===== src/hw/rtl/drrip_pkg.sv =====
package drrip_pkg;

  localparam int RRPV_W     = 2;
  localparam int DEAD_W     = 2;
  localparam int THROTTLE_W = 5;
  localparam int DECAY_W    = 20;
  localparam int SET_IN_W   = 11;
  localparam int WAY_IN_W   = 4;
  localparam int MASK_W     = 16;
  localparam int REASON_W   = 2;

  localparam logic [RRPV_W-1:0] RRPV_NEAR    = 2'd0;
  localparam logic [RRPV_W-1:0] RRPV_LONG    = 2'd2;
  localparam logic [RRPV_W-1:0] RRPV_DISTANT = 2'd3;
  localparam logic [DEAD_W-1:0] DEAD_ZERO    = 2'd0;
  localparam logic [DEAD_W-1:0] DEAD_MAX     = 2'd3;

  localparam logic [DECAY_W-1:0] DECAY_RESET = 20'd100000;

  localparam logic KIND_QUERY  = 1'b0;
  localparam logic KIND_UPDATE = 1'b1;

  localparam logic [REASON_W-1:0] REASON_INVALID = 2'd0;
  localparam logic [REASON_W-1:0] REASON_DEAD    = 2'd1;
  localparam logic [REASON_W-1:0] REASON_DISTANT = 2'd2;

  typedef enum logic [1:0] {
    ST_CLEAR,
    ST_IDLE,
    ST_EXEC,
    ST_SWEEP
  } drrip_state_e;

  typedef struct packed {
    logic              sweep;
    logic              aging;
    logic [RRPV_W-1:0] age;
    logic              hit;
    logic [RRPV_W-1:0] miss_rrpv;
  } drrip_lane_ctl_t;

  typedef struct packed {
    logic              invalid;
    logic              dead;
    logic [RRPV_W-1:0] rrpv;
  } drrip_flag_t;

  typedef struct packed {
    logic [WAY_IN_W-1:0] way;
    logic [REASON_W-1:0] reason;
    logic                aging;
    logic [RRPV_W-1:0]   age;
  } drrip_pick_t;

endpackage


===== src/hw/rtl/drrip_merge.sv =====
module drrip_merge import drrip_pkg::*; #(
  parameter int NUM_WAYS = 16
) (
  input  drrip_flag_t flag_i [NUM_WAYS],
  output drrip_pick_t pick_o
);

  always_comb begin
    logic              found_inv;
    logic              found_dead;
    logic [RRPV_W-1:0] top;
    logic [WAY_IN_W-1:0] way_inv;
    logic [WAY_IN_W-1:0] way_dead;
    logic [WAY_IN_W-1:0] way_top;
    found_inv  = 1'b0;
    found_dead = 1'b0;
    top        = RRPV_NEAR;
    way_inv    = '0;
    way_dead   = '0;
    way_top    = '0;
    for (int w = NUM_WAYS - 1; w >= 0; w--) begin
      if (flag_i[w].invalid) begin
        found_inv = 1'b1;
        way_inv   = WAY_IN_W'(w);
      end
      if (flag_i[w].dead) begin
        found_dead = 1'b1;
        way_dead   = WAY_IN_W'(w);
      end
    end
    for (int w = 0; w < NUM_WAYS; w++) begin
      if (flag_i[w].rrpv > top) begin
        top = flag_i[w].rrpv;
      end
    end
    for (int w = NUM_WAYS - 1; w >= 0; w--) begin
      if (flag_i[w].rrpv == top) begin
        way_top = WAY_IN_W'(w);
      end
    end
    pick_o.age   = RRPV_DISTANT - top;
    pick_o.aging = !found_inv && !found_dead;
    if (found_inv) begin
      pick_o.way    = way_inv;
      pick_o.reason = REASON_INVALID;
    end else if (found_dead) begin
      pick_o.way    = way_dead;
      pick_o.reason = REASON_DEAD;
    end else begin
      pick_o.way    = way_top;
      pick_o.reason = REASON_DISTANT;
    end
  end

endmodule


===== config.mk =====
export PLATFORM = sky130hd
export DESIGN_NAME = drrip_merge
export DESIGN_NICKNAME = d
export VERILOG_FILES = /design/src/hw/rtl/drrip_pkg.sv /design/src/hw/rtl/drrip_merge.sv
export SDC_FILE = /design/constraint.sdc
export NUM_CORES = 1
export LEC_CHECK = 0
export BUFFER_PORTS_ARGS = -buffer_cell sky130_fd_sc_hd__buf_2
export CELL_PAD_IN_SITES_DETAIL_PLACEMENT = 0
export CELL_PAD_IN_SITES_GLOBAL_PLACEMENT = 1
export CORE_ASPECT_RATIO = 1.4
export CORE_MARGIN = 2
export CORE_UTILIZATION = 31
export DETAILED_ROUTE_END_ITERATION = 16
export GPL_TIMING_DRIVEN = 0
export PLACE_DENSITY_LB_ADDON = 0.2
export SLEW_MARGIN = 20
export SYNTH_ARGS = -nofsm -noshare
export SYNTH_HDL_FRONTEND = slang
export SYNTH_SLANG_ARGS = --single-unit

===== constraint.sdc =====
create_clock -name vclk -period 39
set_input_delay 3.9 -clock vclk [all_inputs]
set_output_delay 3.9 -clock vclk [all_outputs]
set_load 0.005 [all_outputs]

== After elaboration in Yosys (flattened, before gate mapping) ==
Cells that the tools add are included.

* Multiplexer cells: 98
* $lt $le $gt $ge: 16
* Add/subtract/negate cells: 1
* Equal/unequal tests: 16
* Reduce and logical (&&, ||, !) cells: 3

{| class="wikitable"
|+ Operators with widths
! kind !! count
|-
| 2-to-1 mux 4 bit || 48
|-
| equality test 2 bit || 16
|-
| 2-to-1 mux 1 bit || 32
|-
| 2-to-1 mux 2 bit || 16
|-
| > comparator 2 bit || 15
|-
| 2-to-1 mux 6 bit || 2
|-
| > comparator 2 x 1 -> 1 bit, second input constant || 1
|-
| logical NOT 1 bit || 2
|-
| subtractor 2 bit, first input constant || 1
|-
| logical AND 1 bit || 1
|}

* Logic and storage cells: 134
* Output and inout port bits: 9
* Input port bits: 64
* Bits in registers: 0

== Logic depth before layout (Yosys ltp) ==
Gate-level depths: netlist of run 1.

* Word-level depth: 51
* Depth in mapped cells: 82
* Depth with buffers taken out: 81

== Worst setup path after synthesis of run 1 ==
OpenSTA, ideal clock, no wires.

* Kind: in2out
* From: in flag_i[57] (netlist bit)
* To: out pick_o[8] (netlist bit)
* Arrival: 16.913 ns
* Stages: 79
* Path slack: 18.187 ns
* Buffers on the path: 0
* Required time: 35.100 ns
* Path through: inv_1 > ha_1 > o21ba_1 > o21ba_2 > nor2_1 > ha_1 > or4_1 > o311ai_1 > a21oi_1 > nand2_1 > ha_1 > nand2b_1 > nand2_1 > nor2_1 > a31oi_1 > ha_1 > o21ba_2 > nor2_1 > [... 43 more ...] > a21o_4 > and2_1 > ha_1 > inv_1 > o22ai_1 > nand2_1 > o21ai_0 > ha_1 > nand2_1 > o21a_1 > nor2_1 > nand2_1 > o21ai_0 > a31oi_4 > mux2_2 > or3b_1 > nand3b_1 > a41o_1

{| class="wikitable"
|+ RTL lines
! item !! RTL line !! text
|-
| start, declared || drrip_merge.sv:4 || <nowiki>input drrip_flag_t flag_i [NUM_WAYS],</nowiki>
|-
| end, declared || drrip_merge.sv:5 || <nowiki>output drrip_pick_t pick_o</nowiki>
|}

==> metrics.yaml, run 1 <==
synthesis:
  synthCells: 353
  ys_top_cells_by_area: "ha_1, xnor2_1, inv_1"
  seq_area_frac_synth: 0
  syn_avg_cell_area_um2: 7.11
  synth.distinct_cells: 69
  yosysTopAreaCell: "ha_1"
  synthesis.nets: 463
  yosys_warnings: 0
  netlist.area_leader.share: 0.229
  syn_area_mm2: 0.00251
worst_setup_path:
  cp_max_fo: 7
  crit_start: "flag_i[57]"
  cp.required_ns: 35.10
  slowest_stage: "or4_1"
  slowest_delay_ns: 0.47
  crit_path_frequent_cell: "ha_1"
  criticalPathCategory: "in -> out"
  critPathCaptureType: "primary output"
  start_kind: "input port"
  worstPathArrival_ns: 18.71
clock_tree:
  post-cts-setup-buffers: 0
  cts_hold_buf: 0
  post_cts_resize_count: 0
layout:
  n_clock_buffer: 0
  nets: 537
  ff_latch_area_um2: 0
  final_layout_size_suffix_gt1_frac: 0.216
  final_cell_mix: "buf_2, inv_1, ha_1, nor2_1, nand2_1"
  mostFrequentLayoutCell: "buf_2"
  seq_cells: 0
  num_antenna_cells: 0
  area_growth_pct: 19.3
sta:
  tns_ns: 0
  rsz0062_at_grt: "false"
  setup_viol: 0
  tightestPinTransition_ns: 0.637
  fin_ws_ns: 16.39
  max_freq_mhz: 44.2
  slew_viol_final: 0
  fin_crit_sh: 0.580
  maxSlewHeadroom: 0.576
  period_needed_ns: 22.61
  final-hold-violation-count: 0
detailed_routing:
  drt_iter0_drc: 78
  final_antenna_net_count: 0
  drt-pass1-iter-count: 4
  routed_wl_mm: 6.50
  vias_per_cell: 5.00
  wl_per_cell_um: 12.4
  drc: 0
  vias: 2626
global_route:
  grt_pass1_wl_mm: 10.9
  grt_max_degree: 11
  first_global_vias: 2590
  globalRouteTotalUtil: 0.145
  overflow: 0
  antenna_found_initial: 0
placement:
  place_hpwl_mm: 5.80
  io_buffers: 72
  post-place-ws_ns: 16.33
  gp_congestion: 0.825
die:
  dieArea_mm2: 0.00884
  core.rowCount: 38
  initial_core_util: 0.322
  die_h_um: 110
  core_area_mm2: 0.00780
  die_w_um: 80.0
  pin_count: 73
status:
  outcome: "complete, no violations"
power:
  power_uw: 81.7
  leakage_nw: 1.54
  max-vdd-ir-drop_mv: 0.0194
  p_per_area_mw_per_mm2: 27.3
run:
  cap_violations: 0
hold_path:
  min_path_type: "in -> out"
  hold_start: "flag_i[59]"
[report_power, final]
group,internal [mW],switching (mW)
logic,0.0380,0.0437
registers,0,0
clock network,0,0
total,0.0380,0.0437
[worst max-delay path: cells and delay by family]
kind	cells	cell delay, ns
AO/OA/AOI/OAI	27	5.52
AND/OR/NAND/NOR	26	3.75
adder cells (fa/ha/maj)	15	3.72
multiplexers	4	1.19
buffers and inverters	8	0.57
[per-layer routing]
metal | track usage | share of wire | vias up
li1 | - | - | 1402
met1 | 0.175 | 0.43 | 1159
met2 | 0.284 | 0.52 | 58
met3 | 0.00327 | 0.039 | 7
met4 | 0.0124 | 0.0091 | 0
met5 | 0 | 0 | -
[metrics by stage]
stage	cell area, um2	instances	hold WS (ns)	utilization
after global routing	3000	525	8.25	0.384
after global placement	3000	525	8.21	0.384
after floorplan	2510	353	7.95	-
final	3000	525	8.20	0.384
after CTS	3000	525	8.20	0.384
after detailed placement	3000	525	8.20	0.384
[final timing paths]
kind	slack (ns)	cells past startpoint	end
worst max-delay path	16.39	80	pick_o[8]
worst min-delay path	8.20	5	pick_o[7]
[cell usage after synthesis, types with 2 or more instances]
master,number
nand2b_1,11
o311ai_0,2
a32oi_1,4
a21o_1,3
a22oi_1,2
a311oi_1,2
nand3_1,6
o2111ai_1,2
xnor2_1,23
or3_1,2
nand3b_1,3
mux2_2,4
a21oi_1,16
o221ai_1,3
o21ba_2,3
xor2_1,9
ha_1,46
nand2_1,27
o31ai_1,3
o21bai_1,14
o21ai_0,13
o21a_1,3
clkbuf_1,2
nor3_1,9
o22a_1,2
o22ai_1,5
inv_1,48
nor2_1,30
a31oi_1,3
nor4_1,5
and2_1,4
nor2b_1,5
or2_2,2
mux2i_1,2
[kinds of logic (layout without fill, tap and decap cells)]
logic type / Yosys count / count (layout) / share of synthesized area
and+or+nand+nor: 112 / 112 / 0.222
AOI/OAI and AO/OA: 101 / 101 / 0.310
buffers and inverters: 54 / 126 / 0.0887
adders and majority gates: 46 / 46 / 0.229
xor gates and xnor gates: 33 / 33 / 0.118
muxes: 7 / 7 / 0.0319
[layout make-up]
class | count | area (um2)
Inverter | 49 | 184
Multi-Input combinational cell | 299 | 2290
Tap cell | 100 | 125
Timing Repair Buffer | 72 | 360
Fill cell | 895 | 4800
Buffer | 5 | 38.8
No activity file was read; power rests on OpenSTA's default activity.
==> inputs of run 2 (changes only) <==
clock period = 19.2 ns   (was 39 ns; I/O delays follow)
==> run 2 against run 1 <==
Sequential share of layout area unchanged. Largest cell class unchanged. Largest power group unchanged. Critical path type unchanged. Non-clock buffer count up 5. Critical endpoint unchanged. Highest routed layer unchanged. Sequential cell count unchanged.
==> metrics.yaml, run 2 (synthesized netlist as in run 1, its figures left out) <==
status:
  outcome: "complete, no violations"
worst_setup_path:
  crit_buf_inv: 8
  cp_top_family: "compound AO/OA/AOI/OAI gates"
  crit_path_frequent_cell: "ha_1"
  critPathCaptureType: "primary output"
  worstPathArrival_ns: 16.21
  cp.required_ns: 17.28
  slowest_delay_ns: 0.47
  slowest_stage: "or4_1"
  cp_max_fo: 7
  start_kind: "input port"
  criticalPathCategory: "in -> out"
detailed_routing:
  final_antenna_net_count: 0
  routed_wl_mm: 6.63
  drc: 0
  wl_met2_mm: 3.52
  met3_length_um: 220
  vias_per_cell: 5.03
  drt-pass1-iter-count: 4
  vias: 2668
  routed.top_layer: "met4"
  wl_per_cell_um: 12.5
  drt_iter0_drc: 72
  wl_met1_mm: 2.83
placement:
  gp_congestion: 0.825
  place_area_mm2: 0.00300
  io_buffers: 72
  placed_cells: 525
  post-place-ws_ns: 0.493
  place_hpwl_mm: 5.80
sta:
  setup_viol: 0
  slew_viol_final: 0
  final-hold-violation-count: 0
  tns_ns: 0
  tightestPinTransition_ns: 0.642
  whs_ns: 4.24
  fin_crit_sh: 0.944
  fin_ws_ns: 1.07
  maxSlewHeadroom: 0.572
  period_needed_ns: 18.13
  max_freq_mhz: 55.2
  rsz0062_at_grt: "false"
layout:
  n_clock_buffer: 0
  multi_input_area_mm2: 0.00233
  instances_no_fill: 530
  mostFrequentLayoutCell: "buf_2"
  seq_cells: 0
  fillers: 893
  area_growth_pct: 22.4
  final_cell_mix: "buf_2, inv_1, ha_1, nor2_1, nand2_1"
  ff_latch_area_um2: 0
  final_cell_area_mm2: 0.00307
  num_antenna_cells: 0
  final_layout_size_suffix_gt1_frac: 0.247
  utilization: 0.394
  nets: 542
global_route:
  grt_max_degree: 11
  grt_pass1_wl_mm: 10.9
  first_global_vias: 2590
  overflow: 0
  antenna_found_initial: 0
  globalRouteTotalUtil: 0.145
power:
  clkPwrFrac: 0
  seq_power_share: 0
  power_switching_uw: 92.4
  p_per_area_mw_per_mm2: 58.2
  leakage_nw: 1.59
  max-vdd-ir-drop_mv: 0.0405
  power_frac_comb: 1.000
  power_uw: 179
  power.internal_uw: 86.3
  switching_share: 0.517
die:
  core.rowCount: 38
  core_area_mm2: 0.00780
  die_w_um: 80.0
  pin_count: 73
  initial_core_util: 0.322
  die_h_um: 110
  dieArea_mm2: 0.00884
hold_path:
  min_path_type: "in -> out"
run:
  cap_violations: 0
## run 2: metal layers
layer  vias up  track usage
met5         -            0
met4         0       0.0124
met3         6      0.00327
met2        52        0.284
met1      1200        0.175
li1       1410            -
## run 2: repair_timing
item,4_1_cts,5_1_grt
endpoints found under the setup margin,0,4
buffers inserted,0,5
hold buffers,0,0
resized for setup,0,10
## run 2: area by class of cell
class,instances,area share
multi-input cells,299,0.757
repair buffers,77,0.130
inverters,49,0.0599
well taps,100,0.0407
plain buffers,5,0.0126
## run 2: worst min-delay path: stages
cell and delay (ns):
buf_2 0.09, nor2_1 0.06, nand3_1 0.06, o21ai_1 0.05, buf_2 0.13
## run 2: path summary, 6_finish.rpt
path | from | to | slack, ns | cells after the start
worst max-delay path | flag_i[57] | pick_o[8] | 1.07 | 80
worst min-delay path | flag_i[59] | pick_o[7] | 4.24 | 5
## run 2: power by group through the flow
stage | logic (mW) | clock network, mW | registers (mW)
finish | 0.179 | 0 | 0
global route | 0.200 | 0 | 0
CTS | 0.168 | 0 | 0
detailed placement | 0.168 | 0 | 0
global placement | 0.166 | 0 | 0
floorplan | 0.129 | 0 | 0
