File: config.mk
export PLATFORM = sky130hd
export DESIGN_NAME = drrip_lane
export DESIGN_NICKNAME = d
export VERILOG_FILES = /design/src/hw/rtl/drrip_pkg.sv /design/src/hw/rtl/drrip_lane.sv
export SDC_FILE = /design/constraint.sdc
export NUM_CORES = 1
export LEC_CHECK = 0
export ABC_AREA = 1
export BUFFER_PORTS_ARGS = -buffer_cell sky130_fd_sc_hd__clkbuf_2
export CORE_AREA = 2 2 39 41
export DETAILED_ROUTE_END_ITERATION = 10
export DIE_AREA = 0 0 41 43
export GPL_ROUTABILITY_DRIVEN = 0
export PLACE_DENSITY = 0.44
export SYNTH_ARGS = -nofsm -noshare
export SYNTH_HDL_FRONTEND = slang
export SYNTH_SLANG_ARGS = --single-unit
File: constraint.sdc
create_clock -name vclk -period 1.18
set_input_delay 0.236 -clock vclk [all_inputs]
set_output_delay 0.236 -clock vclk [all_outputs]
set_load 0.01 [all_outputs]
File: src/hw/rtl/drrip_pkg.sv
package drrip_pkg;

  localparam int RRPV_W     = 2;
  localparam int DEAD_W     = 2;
  localparam int THROTTLE_W = 5;
  localparam int DECAY_W    = 20;
  localparam int SET_IN_W   = 11;
  localparam int WAY_IN_W   = 4;
  localparam int MASK_W     = 16;
  localparam int REASON_W   = 2;

  localparam logic [RRPV_W-1:0] RRPV_NEAR    = 2'd0;
  localparam logic [RRPV_W-1:0] RRPV_LONG    = 2'd2;
  localparam logic [RRPV_W-1:0] RRPV_DISTANT = 2'd3;
  localparam logic [DEAD_W-1:0] DEAD_ZERO    = 2'd0;
  localparam logic [DEAD_W-1:0] DEAD_MAX     = 2'd3;

  localparam logic [DECAY_W-1:0] DECAY_RESET = 20'd100000;

  localparam logic KIND_QUERY  = 1'b0;
  localparam logic KIND_UPDATE = 1'b1;

  localparam logic [REASON_W-1:0] REASON_INVALID = 2'd0;
  localparam logic [REASON_W-1:0] REASON_DEAD    = 2'd1;
  localparam logic [REASON_W-1:0] REASON_DISTANT = 2'd2;

  typedef enum logic [1:0] {
    ST_CLEAR,
    ST_IDLE,
    ST_EXEC,
    ST_SWEEP
  } drrip_state_e;

  typedef struct packed {
    logic              sweep;
    logic              aging;
    logic [RRPV_W-1:0] age;
    logic              hit;
    logic [RRPV_W-1:0] miss_rrpv;
  } drrip_lane_ctl_t;

  typedef struct packed {
    logic              invalid;
    logic              dead;
    logic [RRPV_W-1:0] rrpv;
  } drrip_flag_t;

  typedef struct packed {
    logic [WAY_IN_W-1:0] way;
    logic [REASON_W-1:0] reason;
    logic                aging;
    logic [RRPV_W-1:0]   age;
  } drrip_pick_t;

endpackage

File: src/hw/rtl/drrip_lane.sv
module drrip_lane import drrip_pkg::*; (
  input  logic              [RRPV_W-1:0] rrpv_i,
  input  logic              [DEAD_W-1:0] dead_i,
  input  logic                           valid_i,
  input  logic                           sel_i,
  input  drrip_lane_ctl_t                ctl_i,
  output drrip_flag_t                    flag_o,
  output logic              [RRPV_W-1:0] rrpv_o,
  output logic              [DEAD_W-1:0] dead_o
);

  logic [DEAD_W-1:0] dead_up;

  assign flag_o.invalid = !valid_i;
  assign flag_o.dead    = (dead_i == DEAD_MAX);
  assign flag_o.rrpv    = rrpv_i;

  assign dead_up = (dead_i == DEAD_MAX) ? DEAD_MAX : dead_i + 1'b1;

  always_comb begin
    rrpv_o = rrpv_i;
    dead_o = dead_i;
    if (ctl_i.sweep) begin
      if (dead_i != DEAD_ZERO) begin
        dead_o = dead_i - 1'b1;
      end
    end else if (sel_i) begin
      if (ctl_i.hit) begin
        if (dead_i != DEAD_ZERO) begin
          dead_o = dead_i - 1'b1;
        end
        rrpv_o = RRPV_NEAR;
      end else begin
        dead_o = dead_up;
        rrpv_o = (dead_up == DEAD_MAX) ? RRPV_DISTANT : ctl_i.miss_rrpv;
      end
    end else if (ctl_i.aging) begin
      rrpv_o = rrpv_i + ctl_i.age;
    end
  end

endmodule

After elaboration in Yosys (flattened, before gate mapping)
Cells that the tools add are included.

cells by class
  $add $sub $neg = 3
  equality and inequality tests = 2
  mux-type cells = 10
  reduce and logical (&&, ||, !) cells = 2

operator list
  operator                                                             count
  2-bit two-way mux                                                    10
  2-bit == test (second input constant)                                2
  2-bit by 1-bit adder with 2-bit output (second input constant)       1
  2-bit adder                                                          1
  2-bit nonzero test                                                   1
  2-bit by 1-bit subtractor with 2-bit output (second input constant)  1
  1-bit logical NOT                                                    1

word-level totals
  bits in registers = 0
  output and inout port bits = 8
  word-level logic and storage cells = 17

Logic depth before layout (Yosys ltp)
Gate-level depths: netlist of run 1.

  depth in word-level cells = 7
  gate-level depth with buffers = 7
  mapped depth without buffers = 7

Worst setup path after synthesis of run 1
No wires, ideal clock.

  kind = input port to output port
  start = input rrpv_i[0]
  end = output rrpv_o[0]
  data arrival time = 0.918 ns
  data required time = 0.944 ns
  setup slack = 0.026 ns
  stages on the path = 5
  cells stage by stage = ha_1 > inv_1 > a21oi_1 > o21ai_0 > a31oi_1

on the way
  word-level cells in the longest chain between the ends = 4

RTL lines
  element              line              RTL
  start, declared      drrip_lane.sv:2   input logic [RRPV_W-1:0] rrpv_i,
  2-bit adder          drrip_lane.sv:38  rrpv_o = rrpv_i + ctl_i.age;
  2-bit two-way mux    drrip_lane.sv:37  end else if (ctl_i.aging) begin
  2-bit two-way mux    drrip_lane.sv:27  end else if (sel_i) begin
  2-bit two-way mux *  drrip_lane.sv:23  if (ctl_i.sweep) begin
  end, declared        drrip_lane.sv:8   output logic [RRPV_W-1:0] rrpv_o,

Mark *: on every way between the ends. The rest lies on a longest branch, timed or not.

Worst setup path in the final report of run 1
Same ends and word-level chain as after synthesis.

==> results of run 1 <==
## path summary, 6_finish.rpt
check	startpoint	endpoint	slack (ns)	cells past startpoint
setup / recovery	rrpv_i[0]	rrpv_o[0]	-0.15	7
hold / removal	valid_i	flag_o[3]	0.68	3
## synthesized netlist by cell type
cell type | count | area, um^2
a31oi_1 | 1 | 6.260
ha_1 | 1 | 12.51
o211ai_1 | 1 | 7.510
nand4_1 | 1 | 6.260
nor3_1 | 1 | 5.000
a21oi_1 | 4 | 20.02
nor2_1 | 5 | 18.77
inv_1 | 11 | 41.29
nand3_1 | 3 | 15.01
nand2_1 | 7 | 26.28
buf_4 | 2 | 15.01
o21ai_0 | 3 | 15.01
o21bai_1 | 1 | 7.510
## metrics by stage
stage | setup WS [ns] | hold WS, ns | instance area [um^2] | total power, mW | setup TNS, ns
after CTS | -0.1547 | 0.6878 | 325.3 | 0.1169 | -0.2994
after detailed placement | -0.1692 | 0.6879 | 314.1 | 0.1115 | -0.3354
after floorplan | 0.02622 | 0.5155 | 196.4 | 0.05789 | 0
final | -0.1494 | 0.6838 | 370.4 | 0.1334 | -0.2283
after global placement | -0.1693 | 0.6826 | 314.1 | 0.1129 | -0.3513
after global routing | -0.2046 | 0.6917 | 370.4 | 0.1505 | -0.3696
## layout by cell type, fill, tap and decap left out
master / n
clkbuf_2: 15
inv_1: 9
nand2_1: 7
nor2_1: 5
buf_2: 3
inv_2: 2
nand3_1: 2
o21ai_0: 2
a21oi_2: 2
a21oi_1: 2
buf_4: 2
nor3_2: 1
o211ai_1: 1
o21ai_1: 1
o21bai_1: 1
a31oi_1: 1
nand4_1: 1
nand3_2: 1
ha_4: 1
buf_8: 1
clkbuf_4: 1
buf_6: 1
## tightest hold or removal path, stage by stage
cell and delay, ns:
clkbuf_2 0.07, inv_1 0.03, clkbuf_2 0.11
## logic make-up after synthesis
| family | count (synthesis) | synth area share (%) |
|---|---|---|
| buffers and inverters | 13 | 28.66 |
| AND/OR/NAND/NOR | 17 | 36.31 |
| adder cells (fa/ha/maj) | 1 | 6.368 |
| AO/OA/AOI/OAI | 10 | 28.67 |
## layer usage
metal  vias to the layer above  wire length [um]  global-route usage, %  share of wire [%]
li1                        174                 -                      -                  -
met1                       134               256                  11.08                 41
met2                        16               291                  10.31                 47
met3                         0                77                      0                 12
met4                         0                 0                      0                  0
met5                         -                 0                      0                  0
## final cells by class
type,count,area [um^2],area share (%)
Tap cell,16,20.02,5.405
Timing Repair Buffer,23,138.9,37.50
Multi-Input combinational cell,28,170.2,45.95
Inverter,11,41.29,11.15
## power by group
group / leakage, nW / internal, mW / switching, mW
combinational: 0.220 / 0.0652 / 0.0682
sequential: 0 / 0 / 0
clock: 0 / 0 / 0
total: 0.220 / 0.0652 / 0.0682
## what timing repair did
item | in CTS | in global routing
hold buffers | 0 | 0
setup endpoints to repair | 2 | 3
gates resized for setup | 2 | 17
pin swaps | 0 | 5
setup buffers | 1 | 0
==> results_dict.tcl, run 1 <==
set metrics [dict create \
    firstDrtPassIters 4 \
    nClkBuffers 0 \
    overflow 0 \
    status "finished with violations" \
    period_share_pct 112.7 \
    netlist_instances 41 \
    slew_headroom_pct 90.55 \
    post-place-cells 77 \
    seq_cell_count 0 \
    crit_arrival_ns 1.09 \
    synth_cell_types 13 \
    antenna_cells 0 \
    regArea_um2 0 \
    cp-start-kind "primary input" \
    rsz0062_at_grt "true" \
    syn_nets 55 \
    drc_errors 0 \
    setup_viol 2 \
    drt-initial-drc-count 5 \
    start_util_pct 14.20 \
    dieArea_um2 1763 \
    maxCapViolCount 0 \
    die_h_um 43 \
    first_global_vias 234 \
    rows 14 \
    areaGrowthSynthToFinish_pct 88.54 \
    drive_gt1_share_pct 48.39 \
    leakagePower_nw 0.2196 \
    nets 78 \
    numPortBuffers 21 \
    wl_um 625 \
    cp_top_family "compound AO/OA/AOI/OAI gates" \
    finalCriticalPeriod_ns 1.329 \
    syn_area_um2 196.4 \
    crit_buf_inv 3 \
    hold_viol_final 0 \
    crit_path_end_kind "output pin" \
    critical_path_required_ns 0.94 \
    slowest_stage "ha_4" \
    num_vias 324 \
    max_stage_delay_ns 0.25 \
    syn_area_per_cell_um2 4.791 \
    hold_class "primary input to output pin" \
    grt_pass1_wl_um 910 \
    pin_count 21 \
    cp_max_fo 2 \
    final_util_pct 26.76 \
    synth.yosys.seq_area_share_pct 0 \
    yosysWarnings 0 \
    path_cells "buf_8 -> ha_4 -> inv_2 -> a21oi_2 -> o21ai_1 -> a31oi_1 -> buf_2" \
    core_area_um2 1384 \
    fmax_ghz 0.7522 \
    grt_max_degree 7 \
    avgRoutedWirePerCell_um 8.013 \
    timing.final.ws_setup_ns -0.1494 \
    crit_type "primary input to output pin" \
    die_width_um 41 \
    worst_pin_slew_ns 0.1403 \
    final.fill_count 165 \
    track_usage_pct 6.793 \
    grt_antenna_before_repair 0 \
    ir_drop_mv 0.1213 \
    slew_viol_final 0 \
    dp.final_hpwl_um 526.6 \
    ant_nets 0 \
    power_density_nw_per_um2 360.2 \
    routed_via_density 4.154 \
    instances_no_fill 78 \
    violations "setup timing" \
]
(Power assumes the default switching activity.)
==> run 2: changes to the inputs <==
--- a/config.mk
+++ b/config.mk
@@ -11,7 +11,6 @@
 export DETAILED_ROUTE_END_ITERATION = 10
 export DIE_AREA = 0 0 41 43
 export GPL_ROUTABILITY_DRIVEN = 0
-export PLACE_DENSITY = 0.44
 export SYNTH_ARGS = -nofsm -noshare
 export SYNTH_HDL_FRONTEND = slang
 export SYNTH_SLANG_ARGS = --single-unit
==> results_dict.tcl, run 2 (synthesis gave the netlist of run 1 again) <==
set metrics [dict create \
    numPortBuffers 21 \
    dieArea_um2 1763 \
    firstDrtPassIters 1 \
    p_sw_share_pct 52.21 \
    routed_via_density 4.130 \
    start_util_pct 14.20 \
    grt_max_degree 7 \
    clock_power_share_pct 0 \
    period_share_pct 111.3 \
    avgRoutedWirePerCell_um 7.883 \
    nets 77 \
    met1_usage_pct 9.494 \
    areaGrowthSynthToFinish_pct 80.89 \
    instances_no_fill 77 \
    cp_top_family "compound AO/OA/AOI/OAI gates" \
    final.fill_count 172 \
    grt_busiest_layer "met2" \
    setup_viol 2 \
    final_cell_mix "15 x clkbuf_2, 8 x inv_1, 5 x nand2_1, 5 x nor2_1" \
    leakagePower_nw 0.2105 \
    p_comb_share_pct 100.0 \
    multi_input_area_um2 166.4 \
    slew_viol_final 0 \
    hold_depth 3 \
    max_stage_delay_ns 0.25 \
    gr-usage-met2_pct 12.19 \
    post-place-cells 77 \
    crit_arrival_ns 1.08 \
    timing.final.ws_setup_ns -0.1333 \
    pin_count 21 \
    violations "setup timing" \
    path_cells "buf_6 -> ha_4 -> inv_2 -> a21oi_2 -> o21ai_1 -> a31oi_1 -> buf_2" \
    drc_errors 0 \
    ant_nets 0 \
    final_common_cell "clkbuf_2" \
    cp-start-kind "primary input" \
    grt_pass1_wl_um 924 \
    seq_cell_count 0 \
    rsz0062_at_grt "true" \
    wl_um 607 \
    rows 14 \
    regArea_um2 0 \
    slowest_stage "ha_4" \
    first_global_vias 244 \
    crit_buf_inv 3 \
    dp.final_hpwl_um 537.9 \
    critical_path_required_ns 0.94 \
    antenna_cells 0 \
    die_width_um 41 \
    drive_gt1_share_pct 49.18 \
    status "finished with violations" \
    power_density_nw_per_um2 360.4 \
    maxCapViolCount 0 \
    grt_antenna_before_repair 0 \
    cellInternalPower_mw 0.06120 \
    ir_drop_mv 0.08762 \
    final_util_pct 25.68 \
    finalCriticalPeriod_ns 1.313 \
    hold_class "primary input to output pin" \
    slew_headroom_pct 90.61 \
    min_to "flag_o[3]" \
    core_area_um2 1384 \
    nClkBuffers 0 \
    p_switching_mw 0.06687 \
    num_vias 318 \
    cp_max_fo 2 \
    p_seq_share_pct 0 \
    crit_path_end_kind "output pin" \
    grt_use_met3_pct 0 \
    overflow 0 \
    fmax_ghz 0.7614 \
    drt-initial-drc-count 0 \
    worst_pin_slew_ns 0.1393 \
    crit_type "primary input to output pin" \
    die_h_um 43 \
    track_usage_pct 6.893 \
    hold_start "valid_i" \
    hold_viol_final 0 \
]
==> run 2: cell types whose count changed in the layout (fill, tap and decap cells not counted) <==
| cell | before | now |
|---|---|---|
| a21oi_1 | 2 | 3 |
| a21oi_2 | 2 | 1 |
| buf_4 | 2 | 1 |
| buf_6 | 1 | 2 |
| buf_8 | 1 | 0 |
| inv_1 | 9 | 8 |
| inv_2 | 2 | 3 |
| nand2_1 | 7 | 5 |
| nand2_2 | 0 | 2 |
| nand3_1 | 2 | 3 |
| nand3_2 | 1 | 0 |
==> run 2: cell type report <==
type	count	share of cell area (%)
multi-input cells	28	46.83
repair buffers	22	35.92
inverters	11	11.62
well taps	16	5.634
==> run 2: worst max-delay path by stage <==
| stage | start | to | slack, ns | cells past startpoint |
|---|---|---|---|---|
| 6_report | rrpv_i[0] | rrpv_o[0] | -0.13 | 7 |
| 5_1_grt | rrpv_i[0] | rrpv_o[0] | -0.24 | 7 |
| 3_5_place_dp | rrpv_i[0] | rrpv_o[0] | -0.17 | 7 |
| 4_1_cts | rrpv_i[0] | rrpv_o[0] | -0.14 | 7 |
| 3_3_place_gp | rrpv_i[0] | rrpv_o[0] | -0.15 | 7 |
| 2_1_floorplan | rrpv_i[0] | rrpv_o[0] | 0.03 | 5 |
==> run 2: metrics by stage <==
stage | hold WS, ns | power, mW | setup slack [ns] | setup TNS, ns | area, um^2
2_1_floorplan | 0.5155 | 0.05789 | 0.02622 | 0 | 196.4
3_3_place_gp | 0.6820 | 0.1105 | -0.1491 | -0.2820 | 314.1
3_5_place_dp | 0.6860 | 0.1126 | -0.1667 | -0.3097 | 314.1
4_1_cts | 0.6869 | 0.1134 | -0.1434 | -0.2795 | 314.1
5_1_grt | 0.6940 | 0.1442 | -0.2410 | -0.3425 | 355.3
6_report | 0.6850 | 0.1281 | -0.1333 | -0.1779 | 355.3
==> run 2: repair_timing <==
item | CTS | global route
gates resized for setup | 1 | 18
endpoints found under the hold margin | 0 | 0
hold buffers | 0 | 0
buffers inserted | 0 | 0
pin swaps | 1 | 3
setup endpoints to repair | 2 | 3
==> run 2: per-layer routing <==
metal / part of all wire, % / up-vias
li1: - / 171
met5: 0 / -
met1: 39 / 138
met4: 0 / 0
met3: 7.7 / 0
met2: 53 / 9
==> run 2: power groups by stage <==
stage / clock network [mW] / registers (mW) / logic, mW
2_1_floorplan: 0 / 0 / 0.0579
3_3_place_gp: 0 / 0 / 0.111
3_5_place_dp: 0 / 0 / 0.113
4_1_cts: 0 / 0 / 0.113
5_1_grt: 0 / 0 / 0.144
6_report: 0 / 0 / 0.128
==> run 2: worst min-delay path: stages <==
cell      delay [ns]
clkbuf_2        0.07
inv_1           0.03
clkbuf_2        0.11
==> run 3: changes to the inputs <==
--- a/config.mk
+++ b/config.mk
@@ -11,6 +11,7 @@
 export DETAILED_ROUTE_END_ITERATION = 10
 export DIE_AREA = 0 0 41 43
 export GPL_ROUTABILITY_DRIVEN = 0
+export PLACE_DENSITY_LB_ADDON = 0.08
 export SYNTH_ARGS = -nofsm -noshare
 export SYNTH_HDL_FRONTEND = slang
 export SYNTH_SLANG_ARGS = --single-unit
==> results_dict.tcl, run 3 (synthesis gave the netlist of run 1 again) <==
set metrics [dict create \
    die_h_um 43 \
    holdWs_ns 0.6850 \
    grt_antenna_before_repair 0 \
    crit_arrival_ns 1.09 \
    routed-wl-met3_um 43 \
    finalCriticalPeriod_ns 1.321 \
    areaGrowthSynthToFinish_pct 83.44 \
    numPortBuffers 21 \
    rows 14 \
    topRoutingLayerUsed "met3" \
    hold_viol_final 0 \
    track_usage_pct 6.494 \
    pin_count 21 \
    cp_max_fo 2 \
    antenna_cells 0 \
    wl_met1_um 323 \
    wl_um 650 \
    timing.final.ws_setup_ns -0.1414 \
    start_util_pct 14.20 \
    slew_viol_final 0 \
    die_width_um 41 \
    dieArea_um2 1763 \
    ant_nets 0 \
    core_area_um2 1384 \
    maxCapViolCount 0 \
    overflow 0 \
    seq_cell_count 0 \
    crit_type "primary input to output pin" \
    avgRoutedWirePerCell_um 8.333 \
    firstDrtPassIters 4 \
    hold_buffers 0 \
    grt_pass1_wl_um 883 \
    rsz0062_at_grt "true" \
    cp-start-kind "primary input" \
    regArea_um2 0 \
    place_area_um2 314.1 \
    dp.final_hpwl_um 519.8 \
    power_mw 0.1314 \
    power_density_nw_per_um2 364.5 \
    fmax_ghz 0.7568 \
    nets 78 \
    ir_drop_mv 0.09104 \
    critical_path_required_ns 0.94 \
    grt_max_degree 7 \
    final_util_pct 26.04 \
    met2WireLength_um 282 \
    final_common_cell "clkbuf_2" \
    setup_viol 2 \
    crit_path_end_kind "output pin" \
    leakagePower_nw 0.2167 \
    hold_class "primary input to output pin" \
    drt-initial-drc-count 6 \
    final_cell_mix "15 x clkbuf_2, 9 x inv_1, 7 x nand2_1" \
    status "finished with violations" \
    slew_headroom_pct 90.03 \
    violations "setup timing" \
    worst_pin_slew_ns 0.1490 \
    drive_gt1_share_pct 45.16 \
    fin_area_um2 360.3 \
    num_vias 308 \
    pre_cts_slack_ns -0.1483 \
    period_share_pct 112.0 \
    nClkBuffers 0 \
    first_global_vias 237 \
    drc_errors 0 \
    routed_via_density 3.949 \
]
run 3: power breakdown:
part	switching (mW)	internal, mW	total [mW]
Clock	0	0	0
Sequential	0	0	0
Combinational	0.0667	0.0646	0.131
run 3: cell type report:
cell class / instances / area, um^2
fill: 165 / 1023
multi-input combinational: 28 / 160.2
timing repair buffer: 23 / 138.9
inverter: 11 / 41.29
tap: 16 / 20.02
run 3: path summary, 6_finish.rpt:
kind / endpoint / cells after the start / startpoint
max: rrpv_o[0] / 7 / rrpv_i[0]
min: flag_o[3] / 3 / valid_i
run 3: metal layers:
layer / vias up / global-route usage (%)
met4: 0 / 0
met3: 0 / 0
met2: 13 / 9.375
met5: - / 0
li1: 173 / -
met1: 122 / 11.08
run 3: critical path, cell delays in order:
cell and delay (ns):
buf_8 0.10, ha_4 0.25, inv_2 0.03, a21oi_2 0.11
o21ai_1 0.07, a31oi_1 0.14, buf_2 0.14
run 3: through the flow:
stage | instances | TNS [ns]
2_1_floorplan | 41 | 0
5_1_grt | 78 | -0.3356
4_1_cts | 78 | -0.2785
3_3_place_gp | 77 | -0.3078
3_5_place_dp | 77 | -0.2966
6_report | 78 | -0.2020
run 3: what timing repair did:
item,in CTS,in global routing
resized for setup,1,17
endpoints found under the hold margin,0,0
pin swaps,0,4
buffers inserted,1,0
gates cloned,0,0
endpoints found under the setup margin,2,3
